File: src/rtl/irl_pkg.sv
// ----------------------------------------------------------------------------
// irl_pkg
// Shared types and codes for the indexed insert/remove list.
// ----------------------------------------------------------------------------
package irl_pkg;

    localparam int DEFAULT_CAPACITY = 16;

    localparam logic [2:0] OP_READ   = 3'd0;
    localparam logic [2:0] OP_WRITE  = 3'd1;
    localparam logic [2:0] OP_INSERT = 3'd2;
    localparam logic [2:0] OP_REMOVE = 3'd3;
    localparam logic [2:0] OP_FILL   = 3'd4;

    localparam logic [1:0] ERR_OK    = 2'd0;
    localparam logic [1:0] ERR_INDEX = 2'd1;
    localparam logic [1:0] ERR_FULL  = 2'd2;

    typedef struct packed {
        logic [2:0]         operation;
        logic [4:0]         position;
        logic signed [31:0] value;
    } req_t;

    typedef struct packed {
        logic signed [31:0] read_data;
        logic [1:0]         error;
        logic [4:0]         length_now;
    } rsp_t;

    // Command broadcast to every cell; already checked for a legal index
    typedef struct packed {
        logic wr;
        logic ins;
        logic rem;
        logic fill;
    } cell_cmd_t;

endpackage

File: src/rtl/irl_req_if.sv
// ----------------------------------------------------------------------------
// irl_req_if
// Request channel: valid/ready handshake with a request payload.
// ----------------------------------------------------------------------------
interface irl_req_if;
    logic          valid;
    logic          ready;
    irl_pkg::req_t payload;

    modport source (output valid, output payload, input ready);
    modport sink   (input valid, input payload, output ready);
endinterface

File: src/rtl/irl_rsp_if.sv
// ----------------------------------------------------------------------------
// irl_rsp_if
// Response channel: valid/ready handshake with a response payload.
// ----------------------------------------------------------------------------
interface irl_rsp_if;
    logic          valid;
    logic          ready;
    irl_pkg::rsp_t payload;

    modport source (output valid, output payload, input ready);
    modport sink   (input valid, input payload, output ready);
endinterface

File: src/rtl/indexed_insert_remove_list_core.sv
// ----------------------------------------------------------------------------
// indexed_insert_remove_list_core
// Ordered list of signed 32-bit entries kept in a row of shifting cells.
//
//   channel | role   | payload
//   --------+--------+------------------------------------
//   req     | sink   | operation, position, value
//   rsp     | source | read_data, error, length_now
//
// One transaction per cycle: every cell loads from its neighbour in parallel,
// so an insert or remove completes in the cycle it is accepted.
// The response appears in the cycle after acceptance, in an output register;
// a new request is taken whenever that register is empty or being drained.
// Reset clears the length; entry contents are undefined until written.
// ----------------------------------------------------------------------------
module indexed_insert_remove_list_core #(
    parameter int CAPACITY = irl_pkg::DEFAULT_CAPACITY
) (
    input  logic     clk,
    input  logic     rst_n,
    irl_req_if.sink  req,
    irl_rsp_if.source rsp
);

    localparam int CW = $clog2(CAPACITY + 1);
    localparam int IW = $clog2(CAPACITY);

    logic [CW-1:0]       used_reg;
    logic [CW-1:0]       used_next;
    logic                rsp_valid_reg;
    logic                rsp_valid_next;
    irl_pkg::rsp_t       rsp_reg;
    irl_pkg::rsp_t       rsp_next;

    logic                accept;
    logic [CW+4:0]       pos_w;
    logic [CW+4:0]       used_w;
    logic [CW+4:0]       len_w;
    logic [CW-1:0]       pos_c;
    logic [IW-1:0]       pos_i;
    logic                idx_ok;
    logic                ins_ok;
    logic                full;
    irl_pkg::cell_cmd_t  cmd;
    logic signed [31:0]  rdata;
    logic [1:0]          err;

    logic signed [31:0]  cell_data [CAPACITY];

    assign accept    = req.valid && req.ready;
    assign req.ready = !rsp_valid_reg || rsp.ready;

    assign pos_w  = {CW'(0), req.payload.position};
    assign used_w = {5'd0, used_reg};
    assign pos_c  = pos_w[CW-1:0];
    assign pos_i  = pos_w[IW-1:0];
    assign idx_ok = pos_w < used_w;
    assign ins_ok = pos_w <= used_w;
    assign full   = used_reg == CW'(CAPACITY);

    always_comb
    begin
        cmd       = '0;
        rdata     = '0;
        err       = irl_pkg::ERR_OK;
        used_next = used_reg;
        case (req.payload.operation)
            irl_pkg::OP_READ:
            begin
                if (idx_ok)
                begin
                    rdata = cell_data[pos_i];
                end
                else
                begin
                    rdata = -32'sd1;
                    err   = irl_pkg::ERR_INDEX;
                end
            end
            irl_pkg::OP_WRITE:
            begin
                if (idx_ok)
                begin
                    cmd.wr = 1'b1;
                end
                else
                begin
                    err = irl_pkg::ERR_INDEX;
                end
            end
            irl_pkg::OP_INSERT:
            begin
                if (!ins_ok)
                begin
                    err = irl_pkg::ERR_INDEX;
                end
                else if (full)
                begin
                    err = irl_pkg::ERR_FULL;
                end
                else
                begin
                    cmd.ins   = 1'b1;
                    used_next = used_reg + CW'(1);
                end
            end
            irl_pkg::OP_REMOVE:
            begin
                if (idx_ok)
                begin
                    cmd.rem   = 1'b1;
                    used_next = used_reg - CW'(1);
                end
                else
                begin
                    err = irl_pkg::ERR_INDEX;
                end
            end
            irl_pkg::OP_FILL:
            begin
                cmd.fill = 1'b1;
            end
            default:
            begin
                cmd = '0;
            end
        endcase
        if (!accept)
        begin
            cmd       = '0;
            used_next = used_reg;
        end
    end

    assign len_w = {5'd0, used_next};

    always_comb
    begin
        rsp_next            = rsp_reg;
        rsp_valid_next      = rsp_valid_reg;
        if (rsp_valid_reg && rsp.ready)
        begin
            rsp_valid_next = 1'b0;
        end
        if (accept)
        begin
            rsp_valid_next      = 1'b1;
            rsp_next.read_data  = rdata;
            rsp_next.error      = err;
            rsp_next.length_now = len_w[4:0];
        end
    end

    generate
        for (genvar i = 0; i < CAPACITY; i++)
        begin : g_cell
            logic signed [31:0] left_d;
            logic signed [31:0] right_d;
            if (i == 0)
            begin : g_first
                assign left_d = req.payload.value;
            end
            else
            begin : g_left
                assign left_d = cell_data[i-1];
            end
            if (i == CAPACITY - 1)
            begin : g_last
                assign right_d = cell_data[i];
            end
            else
            begin : g_right
                assign right_d = cell_data[i+1];
            end
            irl_cell #(
                .CW    (CW),
                .INDEX (i)
            ) u_cell (
                .clk        (clk),
                .cmd        (cmd),
                .pos        (pos_c),
                .used       (used_reg),
                .value      (req.payload.value),
                .left_data  (left_d),
                .right_data (right_d),
                .data       (cell_data[i])
            );
        end
    endgenerate

    always_ff @(posedge clk or negedge rst_n)
    begin
        if (!rst_n)
        begin
            used_reg      <= '0;
            rsp_valid_reg <= 1'b0;
        end
        else
        begin
            used_reg      <= used_next;
            rsp_valid_reg <= rsp_valid_next;
        end
    end

    always_ff @(posedge clk)
    begin
        rsp_reg <= rsp_next;
    end

    assign rsp.valid   = rsp_valid_reg;
    assign rsp.payload = rsp_reg;

endmodule

File: src/rtl/irl_cell.sv
// ----------------------------------------------------------------------------
// irl_cell
// One list entry: holds, loads, or takes the value of a neighbour.
// ----------------------------------------------------------------------------
module irl_cell #(
    parameter int CW    = 5,
    parameter int INDEX = 0
) (
    input  logic                  clk,
    input  irl_pkg::cell_cmd_t    cmd,
    input  logic [CW-1:0]         pos,
    input  logic [CW-1:0]         used,
    input  logic signed [31:0]    value,
    input  logic signed [31:0]    left_data,
    input  logic signed [31:0]    right_data,
    output logic signed [31:0]    data
);

    localparam logic [CW-1:0] IDX = CW'(INDEX);

    logic signed [31:0] data_reg;
    logic signed [31:0] data_next;

    always_comb
    begin
        data_next = data_reg;
        if (cmd.wr && (IDX == pos))
        begin
            data_next = value;
        end
        else if (cmd.ins)
        begin
            if (IDX == pos)
            begin
                data_next = value;
            end
            else if (IDX > pos)
            begin
                data_next = left_data;
            end
        end
        else if (cmd.rem && (IDX >= pos))
        begin
            data_next = right_data;
        end
        else if (cmd.fill && (IDX < used))
        begin
            data_next = value;
        end
    end

    always_ff @(posedge clk)
    begin
        data_reg <= data_next;
    end

    assign data = data_reg;

endmodule

File: src/flat_wrapper.sv
// flat-port wrapper written by rule: the top's interface ports become plain ports
module indexed_insert_remove_list_core_flat 
#(
    parameter int CAPACITY = irl_pkg::DEFAULT_CAPACITY
)
  (clk, rst_n, req_valid, req_payload, req_ready, rsp_valid, rsp_payload, rsp_ready);
  irl_req_if req_i ();
  irl_rsp_if rsp_i ();
  input  logic clk;
  input  logic rst_n;
  input wire logic [$bits(req_i.valid)-1:0] req_valid;
  input wire logic [$bits(req_i.payload)-1:0] req_payload;
  output wire logic [$bits(req_i.ready)-1:0] req_ready;
  output wire logic [$bits(rsp_i.valid)-1:0] rsp_valid;
  output wire logic [$bits(rsp_i.payload)-1:0] rsp_payload;
  input wire logic [$bits(rsp_i.ready)-1:0] rsp_ready;
  assign req_i.valid = req_valid;
  assign req_i.payload = req_payload;
  assign req_ready = req_i.ready;
  assign rsp_valid = rsp_i.valid;
  assign rsp_payload = rsp_i.payload;
  assign rsp_i.ready = rsp_ready;
  indexed_insert_remove_list_core #(.CAPACITY(CAPACITY)) u_core (.clk(clk), .rst_n(rst_n), .req(req_i), .rsp(rsp_i));
endmodule
File: config.mk
export PLATFORM = sky130hd
export DESIGN_NAME = indexed_insert_remove_list_core_flat
export DESIGN_NICKNAME = d
export VERILOG_FILES = /design/src/rtl/irl_pkg.sv /design/src/rtl/irl_req_if.sv /design/src/rtl/irl_rsp_if.sv /design/src/rtl/indexed_insert_remove_list_core.sv /design/src/rtl/irl_cell.sv /design/src/flat_wrapper.sv
export SDC_FILE = /design/constraint.sdc
export NUM_CORES = 2
export LEC_CHECK = 0
export BUFFER_PORTS_ARGS = -buffer_cell sky130_fd_sc_hd__clkbuf_2
export CAP_MARGIN = 20
export CORE_MARGIN = 2
export CORE_UTILIZATION = 35
export CTS_CLUSTER_SIZE = 16
export DETAILED_ROUTE_END_ITERATION = 7
export PLACE_DENSITY_LB_ADDON = 0.2
export SLEW_MARGIN = 20
export SYNTH_ARGS = -nofsm -noshare
export SYNTH_HDL_FRONTEND = slang
export SYNTH_SLANG_ARGS = --single-unit
export TNS_END_PERCENT = 100
File: constraint.sdc
create_clock -name clk -period 7.3 [get_ports clk]
set_input_delay 0.365 -clock clk [delete_from_list [all_inputs] [get_ports clk]]
set_output_delay 0.365 -clock clk [all_outputs]
set_load 0.05 [all_outputs]
==> summary.txt <==
Yosys
  • Seq/Total Area, Yosys: 57.1%
  • Number of flops mapped to enable cells by yosys: about 550
  • Cells after synthesis: around 2500
  • Synth Area per Inst: approximately 12 um^2
  • Synth area leader: edfxtp_1
  • Syn Std Cell Area: between 0.02 and 0.03 mm^2
  • Yosys cell types: between 60 and 70
  • Top-count cell post-synth: edfxtp_1
  • Syn_nets: 2575
  • Largest cells by area after synthesis: edfxtp_1 (57%), o22ai_1 (10%), a21oi_1 (5.2%)
  • Number of synthesized register bits: around 560
  • Commonest cells post-synth: edfxtp_1 (551), o22ai_1 (470), a21oi_1 (304)
  • Yosys top cell area share: between 50% and 60%
  • Async S/R FF share, synth: 1.08%
  • Yosys warns: 0
  • Top_reg_cell synth: edfxtp_1

Critical path
  • Reg-to-reg critical path startpoint: u_core.used_reg[2]
  • Crit. End Element: flip-flop
  • Crit path buffers/inverters: 2
  • Crit path launch type: flip-flop
  • Depth of the most critical reg-to-reg path: 9
  • Crit Reg-Reg Endpoint: u_core.g_cell[15].u_cell.data[2]
  • Worst Path Required: a little under 8000 ps
  • Setup slack, reg-to-reg: roughly 2700 ps
  • CP cell instances: inv_1 > ha_1 > o211a_1 > o31a_2 > o21ai_2 > nand2_1 > a21oi_4 > buf_4 > mux2_2
  • CP Capture Point: u_core.g_cell[15].u_cell.data[2]
  • Max FO, Critical Path: 21
  • CP delay by family, top: compound AO/OA/AOI/OAI gates
  • CP Data Arrival Time: between 5000 and 6000 ps
  • Worst path depth: 9
  • Crit Path Class: reg2reg
  • Worst path slowest cell: o21ai_2
  • Slowest Stage Delay on Critical Path: between 700 and 800 ps
  • Worst setup path startpoint: u_core.used_reg[2]

STA
  • Sum of negative setup slack: 0 ps
  • Setup WS post-layout: between 2000 and 3000 ps
  • F_max: around 0.22 GHz
  • Max Transition Viols Final: 0
  • Clk_skew: between 20 and 30 ps
  • Final setup violation count: 0
  • Final Hold Vio Count: 0
  • Tcrit/Tclk final: between 60% and 70%
  • RSZ-0062 raised after global routing: no
  • Slew headroom: ~17%
  • Period minus WS final: between 4000 and 5000 ps
  • Worst Max-Slew Pin Slew: 1240 ps

GRT
  • Aggregate global routing overflow: 0
  • Initial antenna violation count: 1
  • First-pass GRT wire length: roughly 170 mm
  • Number of global-route vias before repair: approximately 24000
  • Pin count of the biggest net entering global routing: between 60 and 70
  • Gr usage total: around 28%

Clocking
  • Clk Latency, worst-skew pair: between 600 and 700 ps
  • CTS Hold Bufs: 1
  • Postcts setup bufs: 0
  • CTS Buf Count: 61
  • Worst-path clk slew: around 60 ps
  • Clk sinks: approximately 560
  • Post_cts resized: 0
  • H-tree levels: 2
  • Clk root buf: clkbuf_16
  • CTS Buffer Depth: 3
  • CTS tree: yes

Drt
  • Avg Vias per Cell: 6.91
  • Final WL: 122 mm
  • DRC: 0
  • Vias: between 20000 and 25000
  • Iter 0 DRT Violations: 4219
  • DRT Pass-1 Iters: 6
  • WL/cell: approximately 34 um
  • Post-route ant nets: 0

Place
  • Place WS: 2570 ps
  • DP HPWL: between 60 and 70 mm
  • Final GP Congestion: between 0.8 and 0.9
  • Dpl cells: around 3500
  • PortBufs: 84

Finish
  • Nets: approximately 2500
  • Max reg flops: around 510
  • Cell Count, Final, Fillers Out: between 3000 and 4000
  • # diodes: 0
  • P&R area growth vs syn: 12.5%
  • Number of fill cells in the layout: 7887
  • Final Util: approximately two fifths
  • Layout cell share with drive strength beyond 1: between 15 and 20%

Pwr
  • Peak supply drop: around 0.19 mV
  • LEAKAGE: ~10 nW
  • Power Density: 254 mW/mm^2
  • Total chip power: ~0.0084 W

Die
  • Total core area: 0.0832 mm^2
  • Die height: approximately 300 um
  • DIE WIDTH: a little under 300 um
  • Site row count: about 110
  • Ports: 85
  • Initial Util: a little over a third
  • Die ar.: around 0.086 mm^2

Job
  • Max Cap Viol: 0

Worst hold path
  • Worst Hold Class: in2reg

Outcome
  • Status: completed
stage by stage:
step / instance area, um^2 / hold WS [ps]
final: 32900 / 54.0
after global routing: 32900 / 64.5
after CTS: 32800 / 32.1
after detailed placement: 30800 / 203
after global placement: 30800 / 202
after floorplan: 29300 / 69.4
worst register-to-register path: stages (launching register included):
cell and delay [ps]:
dfrtp_1 580, inv_1 200, ha_1 330, o211a_1 240
o31a_2 180, o21ai_2 790, nand2_1 510, a21oi_4 630
buf_4 490, mux2_2 430
worst min path at each step:
stage                     from                                 to  slack [ps]  depth (start not counted)
2_1_floorplan            rst_n                   u_core.rsp.valid          70                          0
3_3_place_gp             rst_n                   u_core.rsp.valid         200                          1
3_5_place_dp             rst_n                   u_core.rsp.valid         200                          1
4_1_cts              req_valid                   u_core.rsp.valid          30                          3
5_1_grt        req_payload[18]  u_core.g_cell[15].u_cell.data[18]          60                          2
6_report             req_valid                   u_core.rsp.valid          50                          3
layout by cell type, fill, tap and decap left out, types with 6 or more instances in the layout:
master / instances
nor2_1: 68
or2_2: 7
a221oi_1: 14
clkinv_2: 18
bufinv_16: 6
o22ai_1: 465
a211oi_1: 31
nand2_1: 70
clkbuf_16: 61
clkbuf_1: 10
inv_1: 42
clkbuf_2: 80
mux4_2: 65
clkinv_1: 10
nand3_4: 6
dfrtp_1: 6
mux2_2: 33
edfxtp_1: 551
and3_1: 9
o211ai_1: 13
a31oi_1: 228
a21oi_1: 304
ha_1: 9
and2_2: 6
buf_4: 74
nor3_1: 20
nand3_1: 14
nor2b_1: 27
o21ai_0: 80
mux2i_1: 84
layer usage:
layer  track usage [%]  routed length, um
met1              39.0              50200
met2              40.8              52200
met3              7.66              15500
met4              9.88               4550
met5                 0                  0
where the power goes:
| part | switching, W | leakage, nW | internal (W) | total (W) |
|---|---|---|---|---|
| clock network | 0.00136 | 0.986 | 0.00178 | 0.00314 |
| registers | 0.000110 | 5.09 | 0.00373 | 0.00384 |
| logic | 0.000973 | 4.41 | 0.000401 | 0.00137 |
final cells by class:
type | count | area, um^2 | area share [%]
clock inverters | 39 | 365 | 1.11
inverters | 43 | 161 | 0.490
multi-input cells | 1638 | 11600 | 35.3
well taps | 1080 | 1350 | 4.10
repair buffers | 163 | 1120 | 3.41
flip-flops and latches | 557 | 16700 | 50.7
clock buffers | 75 | 1620 | 4.92
logic make-up after synthesis:
family	after synthesis	synth area share, %
AO/OA/AOI/OAI	1183	24.3
flip-flops	557	57.1
buffers and inverters	327	4.64
AND/OR/NAND/NOR	261	4.34
multiplexers	182	9.15
adder cells (fa/ha/maj)	9	0.385
XOR/XNOR	3	0.0898
No activity file was read; power rests on OpenSTA's default activity.
